<file path="config.mk">
export PLATFORM = sky130hd
export DESIGN_NAME = substring_pattern_matcher_core
export DESIGN_NICKNAME = d
export VERILOG_FILES = /design/src/rtl/core/spm_pkg.sv /design/src/rtl/core/spm_cell.sv /design/src/rtl/core/spm_result_fifo.sv /design/src/rtl/core/substring_pattern_matcher_core.sv
export SDC_FILE = /design/constraint.sdc
export NUM_CORES = 1
export LEC_CHECK = 0
export BUFFER_PORTS_ARGS = -buffer_cell sky130_fd_sc_hd__buf_4
export CAP_MARGIN = 40
export CORE_MARGIN = 2
export CORE_UTILIZATION = 35
export DETAILED_ROUTE_END_ITERATION = 16
export PLACE_DENSITY = 0.62
export SYNTH_ARGS = -nofsm -noshare
export SYNTH_HDL_FRONTEND = slang
export SYNTH_SLANG_ARGS = --single-unit
</file>
<file path="constraint.sdc">
create_clock -name aclk -period 18 [get_ports aclk]
set_input_delay 2.7 -clock aclk [delete_from_list [all_inputs] [get_ports aclk]]
set_output_delay 2.7 -clock aclk [all_outputs]
set_load 0.02 [all_outputs]
</file>
<file path="src/rtl/core/spm_pkg.sv">
// spm_pkg: shared constants, register codes and types of the substring pattern matcher
// used by spm_cell, spm_result_fifo and substring_pattern_matcher_core; no dependencies
package spm_pkg;

    localparam int PAT_MAX_DEF  = 32;
    localparam int TEXT_MAX_DEF = 1024;

    localparam int BYTE_W      = 8;
    localparam int PAT_REGS    = 4;
    localparam int PAT_REG_W   = 64;
    localparam int PAT_IDX_W   = 5;
    localparam int LEN_W       = 6;
    localparam int POS_W       = 11;
    localparam int CFG_IDX_W   = 3;
    localparam int M_TDATA_W   = 16;
    localparam int FIFO_DEPTH  = 4;
    localparam int FIFO_PTR_W  = 2;

    typedef enum logic [CFG_IDX_W-1:0] {
        CFG_PAT_0_7   = 3'd0,
        CFG_PAT_8_15  = 3'd1,
        CFG_PAT_16_23 = 3'd2,
        CFG_PAT_24_31 = 3'd3,
        CFG_PAT_LEN   = 3'd4
    } cfg_reg_t;

    typedef struct packed {
        logic win_shift;
        logic pat_shift;
    } spm_cell_ctrl_t;

    typedef struct packed {
        logic             length_overflow;
        logic [POS_W-1:0] match_position;
        logic             match_found;
    } spm_result_t;

    localparam int RES_W = $bits(spm_result_t);

endpackage

</file>
<file path="src/rtl/core/spm_cell.sv">
// spm_cell: one cell of the matcher chain, holds a text byte and its aligned pattern byte
// depends on spm_pkg
module spm_cell
    import spm_pkg::*;
(
    input  logic                aclk,
    input  spm_cell_ctrl_t      ctrl,
    input  logic [BYTE_W-1:0]   win_in,
    input  logic [BYTE_W-1:0]   pat_in,
    input  logic                active,
    output logic [BYTE_W-1:0]   win_out,
    output logic [BYTE_W-1:0]   pat_out,
    output logic                hit
);

    logic [BYTE_W-1:0] win_reg, win_next;
    logic [BYTE_W-1:0] pat_reg, pat_next;

    always_comb begin
        win_next = ctrl.win_shift ? win_in : win_reg;
        pat_next = ctrl.pat_shift ? pat_in : pat_reg;
    end

    always_ff @(posedge aclk) begin
        win_reg <= win_next;
        pat_reg <= pat_next;
    end

    assign win_out = win_reg;
    assign pat_out = pat_reg;
    // cells beyond the pattern length always agree
    assign hit     = !active || (win_reg == pat_reg);

endmodule

</file>
<file path="src/rtl/core/spm_result_fifo.sv">
// spm_result_fifo: small result queue in front of the master side
// depends on spm_pkg
module spm_result_fifo
    import spm_pkg::*;
(
    input  logic                  aclk,
    input  logic                  aresetn,
    input  logic                  push,
    input  spm_result_t           push_data,
    output logic                  m_tvalid,
    input  logic                  m_tready,
    output logic [M_TDATA_W-1:0]  m_tdata,
    output logic [FIFO_PTR_W:0]   count
);

    spm_result_t             entry_reg [FIFO_DEPTH];
    logic [FIFO_PTR_W-1:0]   wr_ptr_reg, wr_ptr_next;
    logic [FIFO_PTR_W-1:0]   rd_ptr_reg, rd_ptr_next;
    logic [FIFO_PTR_W:0]     cnt_reg, cnt_next;
    logic                    pop;

    assign m_tvalid = (cnt_reg != '0);
    assign pop      = m_tvalid && m_tready;
    assign m_tdata  = {{(M_TDATA_W-RES_W){1'b0}}, entry_reg[rd_ptr_reg]};
    assign count    = cnt_reg;

    always_comb begin
        wr_ptr_next = push ? wr_ptr_reg + 1'b1 : wr_ptr_reg;
        rd_ptr_next = pop  ? rd_ptr_reg + 1'b1 : rd_ptr_reg;
        cnt_next    = cnt_reg;
        if (push && !pop) begin
            cnt_next = cnt_reg + 1'b1;
        end else if (pop && !push) begin
            cnt_next = cnt_reg - 1'b1;
        end
    end

    always_ff @(posedge aclk) begin
        if (push) begin
            entry_reg[wr_ptr_reg] <= push_data;
        end
    end

    always_ff @(posedge aclk) begin
        if (!aresetn) begin
            wr_ptr_reg <= '0;
            rd_ptr_reg <= '0;
            cnt_reg    <= '0;
        end else begin
            wr_ptr_reg <= wr_ptr_next;
            rd_ptr_reg <= rd_ptr_next;
            cnt_reg    <= cnt_next;
        end
    end

endmodule

</file>
<file path="src/rtl/core/substring_pattern_matcher_core.sv">
// substring_pattern_matcher_core: top level, chain of compare cells, search state and
// configuration; depends on spm_pkg, spm_cell and spm_result_fifo
//
//   channel  direction  handshake           payload
//   s_       in         s_tvalid/s_tready   tdata text_byte, tuser first_byte, tlast last_byte
//   m_       out        m_tvalid/m_tready   tdata match_found, match_position, length_overflow
//   cfg_     in         cfg_valid/cfg_ready cfg_index register, cfg_data value
//
// one text byte per cycle while s_tready is high; a result passes shift, then compare
// after reset and after every register write the pattern is shifted into the cells
// with s_tready low meanwhile
// a four-entry result queue keeps s_tready up while results wait; outside a pattern load it
// drops only when the queue cannot take one more result
// aresetn is synchronous, active low
module substring_pattern_matcher_core
    import spm_pkg::*;
#(
    parameter int PAT_MAX  = PAT_MAX_DEF,
    parameter int TEXT_MAX = TEXT_MAX_DEF
) (
    input  logic                  aclk,
    input  logic                  aresetn,
    input  logic                  s_tvalid,
    output logic                  s_tready,
    input  logic [BYTE_W-1:0]     s_tdata,   // [7:0] text_byte
    input  logic                  s_tuser,   // [0] first_byte
    input  logic                  s_tlast,
    output logic                  m_tvalid,
    input  logic                  m_tready,
    output logic [M_TDATA_W-1:0]  m_tdata,   // [0] match_found, [11:1] match_position,
                                             // [12] length_overflow, [15:13] zero
    input  logic                  cfg_valid,
    output logic                  cfg_ready,
    input  logic [CFG_IDX_W-1:0]  cfg_index,
    input  logic [PAT_REG_W-1:0]  cfg_data
);

    localparam int CNT_W = $clog2(TEXT_MAX + 1);

    // configuration
    logic [PAT_REG_W-1:0]           pat_reg [PAT_REGS];
    logic [PAT_REG_W-1:0]           pat_next [PAT_REGS];
    logic [LEN_W-1:0]               len_reg, len_next;
    logic [PAT_REGS*PAT_REG_W-1:0]  pat_flat;
    logic [LEN_W-1:0]               len_c;
    logic                           cfg_acc;

    // pattern load sweep
    logic                           load_busy_reg, load_busy_next;
    logic [LEN_W-1:0]               load_idx_reg, load_idx_next;
    logic                           load_step;
    logic [BYTE_W-1:0]              load_byte;

    // shift stage
    logic                           s_acc;
    logic [CNT_W-1:0]               byte_count_reg, byte_count_next;
    logic [CNT_W-1:0]               cnt_a, cnt_inc;
    logic                           sat;

    // compare stage
    logic                           b_valid_reg;
    logic                           b_first_reg, b_last_reg, b_search_reg;
    logic [CNT_W-1:0]               b_count_reg;
    logic                           found_reg, found_next;
    logic [CNT_W-1:0]               pos_reg, pos_next;
    logic                           ovf_reg, ovf_next;
    logic                           found_base, ovf_base;
    logic [CNT_W-1:0]               pos_base, pos_calc, len_ext;
    logic                           found_new, ovf_new, hit_now;
    logic [CNT_W-1:0]               pos_new;
    logic [CNT_W+POS_W-1:0]         pos_wide;

    // cell chain
    spm_cell_ctrl_t                 cell_ctrl;
    logic [BYTE_W-1:0]              win_out [PAT_MAX];
    logic [BYTE_W-1:0]              pat_out [PAT_MAX];
    logic [PAT_MAX-1:0]             hit;
    logic                           all_hit;

    // result queue
    logic                           push;
    spm_result_t                    push_data;
    logic [FIFO_PTR_W:0]            fifo_cnt;
    logic [FIFO_PTR_W+1:0]          fifo_need;

    assign cfg_ready = 1'b1;
    assign cfg_acc   = cfg_valid && cfg_ready;

    genvar r;
    generate
        for (r = 0; r < PAT_REGS; r++) begin : g_flat
            assign pat_flat[r*PAT_REG_W +: PAT_REG_W] = pat_reg[r];
        end
    endgenerate

    assign len_c = (len_reg > LEN_W'(PAT_MAX)) ? LEN_W'(PAT_MAX) : len_reg;

    always_comb begin
        for (int i = 0; i < PAT_REGS; i++) begin
            pat_next[i] = pat_reg[i];
        end
        len_next = len_reg;
        if (cfg_acc) begin
            case (cfg_reg_t'(cfg_index))
                CFG_PAT_0_7:   pat_next[0] = cfg_data;
                CFG_PAT_8_15:  pat_next[1] = cfg_data;
                CFG_PAT_16_23: pat_next[2] = cfg_data;
                CFG_PAT_24_31: pat_next[3] = cfg_data;
                CFG_PAT_LEN:   len_next    = cfg_data[LEN_W-1:0];
                default:       len_next    = len_reg;
            endcase
        end
    end

    // pattern bytes go in oldest first, so cell k ends up with byte len-1-k
    assign load_step = load_busy_reg && (load_idx_reg != len_c);
    assign load_byte = pat_flat[{load_idx_reg[PAT_IDX_W-1:0], 3'b000} +: BYTE_W];

    always_comb begin
        load_busy_next = load_busy_reg;
        load_idx_next  = load_idx_reg;
        if (cfg_acc) begin
            load_busy_next = 1'b1;
            load_idx_next  = '0;
        end else if (load_busy_reg) begin
            if (load_step) begin
                load_idx_next = load_idx_reg + 1'b1;
            end else begin
                load_busy_next = 1'b0;
            end
        end
    end

    // accept only outside a pattern load and while the queue still has room for this result
    assign push      = b_valid_reg && b_last_reg;
    assign fifo_need = {1'b0, fifo_cnt} + (FIFO_PTR_W+2)'(push);
    assign s_tready  = !load_busy_reg && (fifo_need < (FIFO_PTR_W+2)'(FIFO_DEPTH));
    assign s_acc     = s_tvalid && s_tready;

    assign cnt_a   = s_tuser ? '0 : byte_count_reg;
    assign sat     = (cnt_a >= CNT_W'(TEXT_MAX));
    assign cnt_inc = cnt_a + 1'b1;

    always_comb begin
        byte_count_next = byte_count_reg;
        if (s_acc) begin
            if (s_tlast) begin
                byte_count_next = '0;
            end else if (!sat) begin
                byte_count_next = cnt_inc;
            end else begin
                byte_count_next = cnt_a;
            end
        end
    end

    assign cell_ctrl.win_shift = s_acc && !sat;
    assign cell_ctrl.pat_shift = load_step;

    genvar k;
    generate
        for (k = 0; k < PAT_MAX; k++) begin : g_cell
            logic [BYTE_W-1:0] win_in;
            logic [BYTE_W-1:0] pat_in;
            if (k == 0) begin : g_head
                assign win_in = s_tdata;
                assign pat_in = load_byte;
            end else begin : g_link
                assign win_in = win_out[k-1];
                assign pat_in = pat_out[k-1];
            end
            spm_cell u_cell (
                .aclk    (aclk),
                .ctrl    (cell_ctrl),
                .win_in  (win_in),
                .pat_in  (pat_in),
                .active  (LEN_W'(k) < len_c),
                .win_out (win_out[k]),
                .pat_out (pat_out[k]),
                .hit     (hit[k])
            );
        end
    endgenerate

    assign all_hit = &hit;

    // compare stage, window already holds the item's byte
    assign len_ext    = {{(CNT_W-LEN_W){1'b0}}, len_c};
    assign found_base = b_first_reg ? 1'b0 : found_reg;
    assign pos_base   = b_first_reg ? '0 : pos_reg;
    assign ovf_base   = b_first_reg ? 1'b0 : ovf_reg;
    assign hit_now    = b_search_reg && all_hit && (b_count_reg >= len_ext);
    assign pos_calc   = (len_c == '0) ? CNT_W'(1) : (b_count_reg - len_ext + 1'b1);
    assign found_new  = found_base || hit_now;
    assign pos_new    = found_base ? pos_base : (hit_now ? pos_calc : '0);
    assign ovf_new    = ovf_base || !b_search_reg;
    assign pos_wide   = {{POS_W{1'b0}}, pos_new};

    assign push_data.match_found     = found_new;
    assign push_data.match_position  = pos_wide[POS_W-1:0];
    assign push_data.length_overflow = ovf_new;

    always_comb begin
        found_next = found_reg;
        pos_next   = pos_reg;
        ovf_next   = ovf_reg;
        if (b_valid_reg) begin
            if (b_last_reg) begin
                found_next = 1'b0;
                pos_next   = '0;
                ovf_next   = 1'b0;
            end else begin
                found_next = found_new;
                pos_next   = pos_new;
                ovf_next   = ovf_new;
            end
        end
    end

    always_ff @(posedge aclk) begin
        if (s_acc) begin
            b_first_reg  <= s_tuser;
            b_last_reg   <= s_tlast;
            b_search_reg <= !sat;
            b_count_reg  <= cnt_inc;
        end
    end

    always_ff @(posedge aclk) begin
        if (!aresetn) begin
            for (int i = 0; i < PAT_REGS; i++) begin
                pat_reg[i] <= '0;
            end
            len_reg        <= '0;
            load_busy_reg  <= 1'b1;
            load_idx_reg   <= '0;
            byte_count_reg <= '0;
            b_valid_reg    <= 1'b0;
            found_reg      <= 1'b0;
            pos_reg        <= '0;
            ovf_reg        <= 1'b0;
        end else begin
            for (int i = 0; i < PAT_REGS; i++) begin
                pat_reg[i] <= pat_next[i];
            end
            len_reg        <= len_next;
            load_busy_reg  <= load_busy_next;
            load_idx_reg   <= load_idx_next;
            byte_count_reg <= byte_count_next;
            b_valid_reg    <= s_acc;
            found_reg      <= found_next;
            pos_reg        <= pos_next;
            ovf_reg        <= ovf_next;
        end
    end

    spm_result_fifo u_result_fifo (
        .aclk      (aclk),
        .aresetn   (aresetn),
        .push      (push),
        .push_data (push_data),
        .m_tvalid  (m_tvalid),
        .m_tready  (m_tready),
        .m_tdata   (m_tdata),
        .count     (fifo_cnt)
    );

`ifndef SYNTHESIS
    a_count_bound: assert property (@(posedge aclk) disable iff (!aresetn)
        byte_count_reg <= CNT_W'(TEXT_MAX))
        else $error("byte count beyond text limit");

    a_found_pos: assert property (@(posedge aclk) disable iff (!aresetn)
        found_reg == (pos_reg != '0))
        else $error("found flag and match position disagree");

    a_queue_room: assert property (@(posedge aclk) disable iff (!aresetn)
        push |-> (fifo_cnt < (FIFO_PTR_W+1)'(FIFO_DEPTH)) || m_tready)
        else $error("result pushed into a full queue");

    a_no_accept_loading: assert property (@(posedge aclk) disable iff (!aresetn)
        cfg_acc |=> !s_tready)
        else $error("input taken before pattern load");
`endif

endmodule

</file>
# --- Word-level counts from Yosys, hierarchy flattened ---
# Memories as Yosys holds them, arrays and structs flattened. A register that Yosys moved wholly into a read port is not among the register bits.
# Index checks and enable logic that the tools add are counted.
totals:
  register_bits: 571
  ram_bits: 308
  output_inout_bits: 19
  memories: 2
memory_table:
  columns: ["name", "depth", "width", "read_ports", "rd_clocked_by_memory_dff", "wr", "line", "rtl"]
  rows:
  - ["pat_reg", 4, 64, 4, 0, 4, "substring_pattern_matcher_core.sv:41", "logic [PAT_REG_W-1:0] pat_reg [PAT_REGS];"]
  - ["u_result_fifo.entry_reg", 4, 13, 1, 1, 1, "spm_result_fifo.sv:16", "spm_result_t entry_reg [FIFO_DEPTH];"]
classes:
  addsub: 9
  magnitude_cmp: 36
  n_eq_ne: 37
  n_shift: 1
  muxes: 32
  bitwise: 5
  reduce_logical: 89
ops:
  columns: ["op", "count"]
  rows:
  - ["two-way mux 64 bit", 8]
  - ["equality test 8 bit", 32]
  - ["two-way mux 256 bit", 1]
  - ["indexed part select 256 x 9 -> 8 bit", 1]
  - ["< comparator 5 x 6 -> 1 bit (first input constant)", 16]
  - ["two-way mux 11 bit", 8]
  - ["< comparator 4 x 6 -> 1 bit (first input constant)", 8]
  - ["logical NOT 1 bit", 37]
  - ["logical OR 1 bit", 34]
  - ["AND reduction 32 bit", 1]
  - ["< comparator 3 x 6 -> 1 bit (first input constant)", 4]
  - ["adder 11 x 1 -> 11 bit (second input constant)", 2]
  - ["< comparator 1 x 6 -> 1 bit (first input constant)", 2]
  - ["< comparator 2 x 6 -> 1 bit (first input constant)", 2]
  - [">= comparator 11 bit (second input constant)", 1]
  - [">= comparator 11 x 6 -> 1 bit", 1]
  - ["subtractor 11 x 6 -> 11 bit", 1]
  - ["logical AND 1 bit", 10]
  - ["two-way mux 1 bit", 10]
  - ["adder 6 x 1 -> 6 bit (second input constant)", 1]
  - ["equality test 3 x 2 -> 1 bit (second input constant)", 2]
  - ["greater-than comparator 6 bit (second input constant)", 1]
  - ["logical NOT 6 bit", 1]
  - ["two-way mux 3 bit", 2]
  - ["other kinds (17)", 23]

# --- Logic depth before layout (Yosys ltp) ---
# Gate-level depths: netlist of the first run.
depth:
  depth_word: 11
  mapped_depth: 14
  depth_no_buf: 12

# --- Hierarchy ---
# Synthesis of the first run repeated with hierarchy kept, for this count alone.
hier_totals:
  cells_unflattened: 2647
  area_unflattened_um2: 34802.1
by_module_without_submodules:
  columns: ["mod", "instances", "cells_each", "area_each_um2"]
  rows:
  - ["spm_cell", 32, 27, 568.0]
  - ["substring_pattern_matcher_core", 1, 1670, 14247.4]
  - ["spm_result_fifo", 1, 113, 2377.3]

# --- Worst setup path before layout of the first run ---
# No wires, ideal clock.
synth_timing:
  path_kind: "input to register"
  start: "input port s_tuser"
  end: "register byte_count_reg[3]"
  t_arrival_ps: 9757
  required_time_ps: 17941
  slack_ps: 8184
  stages: 6
  n_path_buf: 1
  cell_sequence: "nand2b_1 -> and3_1 -> nor2b_1 -> and2_1 -> clkbuf_1 -> a22o_1"
synth_between:
  elab_chain_len: 4
  word_cells_on_any_way: 5
  classes_between: "add/sub: 1; order compare: 1; mux: 3"
synth_rtl:
  columns: ["item", "line", "rtl"]
  rows:
  - ["from (decl)", "substring_pattern_matcher_core.sv:26", "input logic s_tuser,"]
  - ["two-way mux 11 bit *", "substring_pattern_matcher_core.sv:140", "assign cnt_a = s_tuser ? '0 : byte_count_reg;"]
  - ["adder 11 x 1 -> 11 bit or >= comparator 11 bit (tied branches)", "substring_pattern_matcher_core.sv:142, substring_pattern_matcher_core.sv:141", null]
  - ["two-way mux 11 bit *", "substring_pattern_matcher_core.sv:149", "end else if (!sat) begin"]
  - ["two-way mux 11 bit *", "substring_pattern_matcher_core.sv:147", "if (s_tlast) begin"]
  - ["to (signal assigned)", "substring_pattern_matcher_core.sv:249", "byte_count_reg <= byte_count_next;"]
  - ["to (decl)", "substring_pattern_matcher_core.sv:56", "logic [CNT_W-1:0] byte_count_reg, byte_count_next;"]
# Mark *: on every way between the ends. The rest lies on a longest branch, timed or not.
# A chain may end at the register's enable or synchronous reset.

# --- Worst setup path in the final report of the first run ---
layout_timing:
  start: "register b_last_reg"
  end: "output port s_tready"
layout_between:
  elab_chain_len: 4
layout_rtl:
  columns: ["item", "line", "rtl"]
  rows:
  - ["from (decl)", "substring_pattern_matcher_core.sv:62", "logic b_first_reg, b_last_reg, b_search_reg;"]
  - ["from (signal assigned)", "substring_pattern_matcher_core.sv:223", "b_last_reg <= s_tlast;"]
  - ["logical AND 1 bit", "substring_pattern_matcher_core.sv:135", "assign push = b_valid_reg && b_last_reg;"]
  - ["adder 3 x 1 -> 4 bit", "substring_pattern_matcher_core.sv:136", "assign fifo_need = {1'b0, fifo_cnt} + (FIFO_PTR_W+2)'(push);"]
  - ["< comparator 4 x 3 -> 1 bit", "substring_pattern_matcher_core.sv:137", "assign s_tready = !load_busy_reg && (fifo_need < (FIFO_PTR_W+2)'(FIFO_DEPTH));"]
  - ["logical AND 1 bit", "substring_pattern_matcher_core.sv:137", null]
  - ["to (decl)", "substring_pattern_matcher_core.sv:24", "output logic s_tready,"]
# Every way passes these cells.

==> results.cfg, run 1 <==
[sta]
setup_ws_ns = 13.01
finClkSkew_ns = 0.0574
fin_setup_tns_ns = 0
slew_violations = 0
finalSetupViolations = 0
period_minus_slack_ns = 4.99
hold_viol = 0
fmax_mhz = 201
rsz0062_at_grt = no
maxSlewHeadroom = 0.266
fin_crit_sh = 0.277
worst_pin_slew_ns = 1.10
holdWs_ns = 0.439

[clocking]
clock_path_buffers = 3
numCtsBuffers = 89
cts_setup_buffers = 0
insertion_delay_ns = 0.65
clock-sinks = 881
cts-resized-gates = 0
cts_hold_buf = 0
htree_levels = 3
cts_root_buf = clkbuf_16
cts_tree = yes
path_clk_slew_ns = 0.06

[die]
placeableCoreArea_sq_um = 98100
die_y_microns = 318
pin_count = 101
num_rows = 115
dieArea_sq_um = 101000
start_util = 0.353
die_w_microns = 318

[critical_path]
start_kind = flip-flop
crit_fanout = 8
crit_type = flip-flop to primary output
setup.worst_path.end_class = primary output
crit_arrival_ns = 2.29
required_ns = 15.30

[power_and_ir_drop]
p_leak_uw = 0.0129
power_density_nw_per_um2 = 116
ir_drop_mv = 0.0768

[global_route]
antenna_found_initial = 6
grt_pass1_vias = 19728
grt.overflow.total = 0
grt_first_pass_wirelength_mm = 116
grt_use_total = 0.148
grt_max_degree = 180

[logic_synthesis]
syn_area_sq_um = 34600
yosysSeqAreaShare = 0.677
ys_types = 65
syn_inst = 2599
avgSynthCellArea_sq_um = 13.3
yosys_warnings = 0
ys_seq_elements = 881
yosys_most_used_dff = edfxtp_1
synth_edf_count = 578
async_flop_share = 0

[place]
dp_hpwl_mm = 50.2
dpl_worst_slack_ns = 12.63
portBuffers = 96
placed_cell_area_sq_um = 36900
gp_congestion = 0.797

[drt]
drt_wl_total_mm = 76.0
vias_per_cell = 4.91
drc = 0
ant_nets = 0
drt_first_pass_iters = 5
drtIter0Drc = 1572
vias = 19889
wl_per_cell_microns = 18.8

[hold_path]
hold_path.class = flip-flop to flip-flop

[final_layout]
mostFrequentLayoutCells = edfxtp_1 (578), nand2_1 (559), dfxtp_1 (301), a21oi_1 (278), xnor2_1 (197)
fillers = 9145
stdcell_area_sq_um = 39800
final_common_cell = edfxtp_1
drive_above_1_share = 0.140
nets = 2802
syn2layout_area_growth_pct = 15.1

[run_status]
status = completed

[run]
max_cap_violations = 0
[synthesized netlist by cell type, drive strengths merged, types with 9 or more instances]
| master | n | area share |
|---|---|---|
| xnor2 | 197 | 0.050 |
| nand2 | 560 | 0.061 |
| nor4 | 22 | 0.0042 |
| nor2 | 48 | 0.0052 |
| a21oi | 278 | 0.040 |
| o21ai | 22 | 0.0032 |
| and3 | 11 | 0.0020 |
| ha | 32 | 0.012 |
| nand2b | 9 | 0.0016 |
| o31ai | 11 | 0.0024 |
| inv | 32 | 0.0035 |
| mux4 | 93 | 0.061 |
| o41ai | 12 | 0.0043 |
| buf | 25 | 0.0037 |
| xor2 | 89 | 0.023 |
| nand4 | 54 | 0.0099 |
| dfxtp | 303 | 0.18 |
| clkbuf | 109 | 0.012 |
| nand3 | 12 | 0.0017 |
| edfxtp | 578 | 0.50 |
[worst max-delay path, stage by stage (launching register included)]
cell	delay, ns
edfxtp_1	0.46
and2_1	0.26
a311oi_1	0.65
buf_4	0.26
[where the power goes]
group | switching [uW] | internal [uW] | leakage (uW)
registers | 77.2 | 2300 | 0.00777
clock network | 783 | 1090 | 0.00145
logic | 212 | 142 | 0.00364
total | 1070 | 3540 | 0.0129
[routing by layer]
metal | vias up | GRT usage | wire length, microns
met1 | 9818 | 0.183 | 30700
li1 | 9485 | - | -
met4 | 6 | 0.0567 | 2540
met3 | 127 | 0.0289 | 4090
met2 | 453 | 0.255 | 38600
met5 | - | 0 | 46
[layout make-up]
class	instances	area, sq um	area share
Sequential cell	881	23400	0.588
Multi-Input combinational cell	1554	10600	0.265
Clock buffer	108	2380	0.0598
Tap cell	1287	1610	0.0404
Timing Repair Buffer	127	1130	0.0283
Clock inverter	55	604	0.0152
Inverter	32	128	0.00320
Antenna cell	3	7.51	0.000188
[kinds of logic (layout without fill, tap and decap cells)]
| kind of cell | after synthesis | after routing | synth area share |
|---|---|---|---|
| adder cells (fa/ha/maj) | 35 | 35 | 0.0133 |
| buffers and inverters | 166 | 322 | 0.0190 |
| XOR/XNOR | 286 | 286 | 0.0724 |
| AO/OA/AOI/OAI | 369 | 369 | 0.0606 |
| multiplexers | 109 | 109 | 0.0654 |
| other | 2 | 7 | 0.000217 |
| flip-flops | 881 | 881 | 0.677 |
| AND/OR/NAND/NOR | 751 | 751 | 0.0922 |
[worst paths after layout]
check	start	end	slack, ns	cells past startpoint
setup / recovery	b_last_reg$_DFFE_PP_	s_tready	13.01	3
hold / removal	g_cell[30].u_cell.win_out[3]$_DFFE_PP_	g_cell[31].u_cell.win_out[3]$_DFFE_PP_	0.44	0
setup reg to reg	len_reg[3]$_SDFFE_PN0P_	u_result_fifo.entry_reg[1][3]$_DFFE_PP_	13.72	8
hold reg to reg	g_cell[30].u_cell.win_out[3]$_DFFE_PP_	g_cell[31].u_cell.win_out[3]$_DFFE_PP_	0.44	0
[per-stage QoR]
step                 util  instances  power [uW]
finish              0.406       4047        4610
global route        0.406       4045        4770
CTS                 0.406       4044        4660
detailed placement  0.376       3881        2790
global placement    0.373       3869        2770
floorplan               -       2601        2670
No activity file was read; power rests on OpenSTA's default activity.
==> run 2, diff against run 1 <==
==> constraint.sdc (replaced) <==
create_clock -name aclk -period 4.65 [get_ports aclk]
set_input_delay 0.6975 -clock aclk [delete_from_list [all_inputs] [get_ports aclk]]
set_output_delay 0.6975 -clock aclk [all_outputs]
set_load 0.02 [all_outputs]
==> results.cfg, run 2 (same netlist as run 1, synthesis figures left out) <==
[hold_path]
hold_end = g_cell[0].u_cell.win_out[4]$_DFFE_PP_
worstHoldPathCells = 1
min_from = s_tdata[4]
hold_path.class = input pin to flip-flop

[final_layout]
fillers = 9121
mostFrequentLayoutCells = edfxtp_1 (578), nand2_1 (559), dfxtp_1 (301), a21oi_1 (278), xnor2_1 (197)
syn2layout_area_growth_pct = 14.9
stdcell_count = 4045
final_common_cell = edfxtp_1
finish.utilization = 0.405
nets = 2803
diodes = 0
drive_above_1_share = 0.138

[drt]
drtIter0Drc = 1608
vias_per_cell = 4.89
drc = 0
ant_nets = 0
wl_per_cell_microns = 18.8
drt_wl_total_mm = 76.0
vias = 19771
drt_first_pass_iters = 6

[sta]
fmax_mhz = 263
fin_crit_sh = 0.816
period_minus_slack_ns = 3.80
hold_viol = 0
maxSlewHeadroom = 0.429
fin_setup_tns_ns = 0
setup_ws_ns = 0.854
holdWs_ns = 0.210
worst_pin_slew_ns = 0.857
finalSetupViolations = 0
rsz0062_at_grt = no
slew_violations = 0
finClkSkew_ns = 0.0218

[power_and_ir_drop]
ir_drop_mv = 0.364
power_density_nw_per_um2 = 448
p_leak_uw = 0.0128

[clocking]
path_clk_slew_ns = 0.06
cts_tree = yes
htree_levels = 3
insertion_delay_ns = 0.65
clock_path_buffers = 3
cts-resized-gates = 0
cts_setup_buffers = 0
numCtsBuffers = 89
cts_root_buf = clkbuf_16
cts_hold_buf = 0
clock-sinks = 881

[global_route]
grt_max_degree = 148
grt.overflow.total = 0
antenna_found_initial = 1
grt_pass1_vias = 19605
grt_use_total = 0.148
grt_first_pass_wirelength_mm = 116

[run_status]
status = completed

[die]
dieArea_sq_um = 101000
pin_count = 101
die_w_microns = 318
start_util = 0.353
placeableCoreArea_sq_um = 98100
num_rows = 115
die_y_microns = 318

[critical_path]
crit_arrival_ns = 4.19
start_kind = flip-flop
reg2regPathDepth = 7
required_ns = 5.04
crit_type = flip-flop to flip-flop
rr_endpoint = u_result_fifo.entry_reg[3][8]$_DFFE_PP_
reg2reg_slack_ns = 0.85
regToRegStartpoint = len_reg[1]$_SDFFE_PN0P_
setup.worst_path.end_class = flip-flop
crit_fanout = 19

[place]
dp_hpwl_mm = 50.7
gp_congestion = 0.826
portBuffers = 96
dpl_worst_slack_ns = 0.942
placed_cells = 3882

[run]
max_cap_violations = 0
## run 2: changes by cell type in the layout (fill, tap and decap cells not counted), sizes merged
cell,before,now
clkinv,39,30
clkinvlp,4,1
bufinv,10,9
diode,3,0
buf,127,128
inv,34,35
clkbuf,108,120
## run 2: metal layers
| metal | up-vias | share of wire | GRT usage | wire length (microns) |
|---|---|---|---|---|
| met4 | 2 | 0.033 | 0.0533 | 2510 |
| met5 | - | 0.00018 | 0 | 14 |
| met2 | 419 | 0.51 | 0.260 | 38900 |
| li1 | 9494 | - | - | - |
| met1 | 9719 | 0.40 | 0.178 | 30300 |
| met3 | 137 | 0.056 | 0.0335 | 4280 |
## run 2: layout make-up
cell class	instances	area (sq um)	area share
Sequential cell	881	23400	0.589
Multi-Input combinational cell	1554	10600	0.266
Clock buffer	120	2420	0.0610
Tap cell	1287	1610	0.0405
Timing Repair Buffer	128	1080	0.0271
Clock inverter	43	526	0.0132
Inverter	32	128	0.00321
## run 2: critical path: stages (launching register included)
cell     delay, ns
dfxtp_1       0.50
or3_4         0.47
a31oi_1       0.40
a21oi_1       0.18
or4_1         0.57
nor4_2        0.28
nand4_2       0.50
o31ai_1       0.63
## run 2: where the power goes
part           internal, uW  switching, uW  total [uW]
Combinational           548            829        1380
Sequential             8920            310        9230
Clock                  4190           3000        7190
Total                 13700           4140       17800
## run 2: worst max-delay path by stage
stage                     slack (ns)  depth (start not counted)                                 endpoint                    start
after floorplan                 0.24                          8           byte_count_reg[3]$_SDFFE_PN0P_     b_last_reg$_DFFE_PP_
after global placement          1.02                          7  u_result_fifo.entry_reg[0][5]$_DFFE_PP_  len_reg[1]$_SDFFE_PN0P_
after detailed placement        0.94                          7  u_result_fifo.entry_reg[0][5]$_DFFE_PP_  len_reg[1]$_SDFFE_PN0P_
after CTS                       0.91                          7  u_result_fifo.entry_reg[0][5]$_DFFE_PP_  len_reg[1]$_SDFFE_PN0P_
after global routing            0.66                          7  u_result_fifo.entry_reg[1][9]$_DFFE_PP_  len_reg[1]$_SDFFE_PN0P_
final                           0.85                          7  u_result_fifo.entry_reg[3][8]$_DFFE_PP_  len_reg[1]$_SDFFE_PN0P_
## run 2: stage by stage
stage,total power (uW),cell area (sq um)
6_report,17800,39800
5_1_grt,18500,39800
4_1_cts,18000,39800
3_5_place_dp,10800,36800
3_3_place_gp,10800,36700
2_1_floorplan,10200,34600
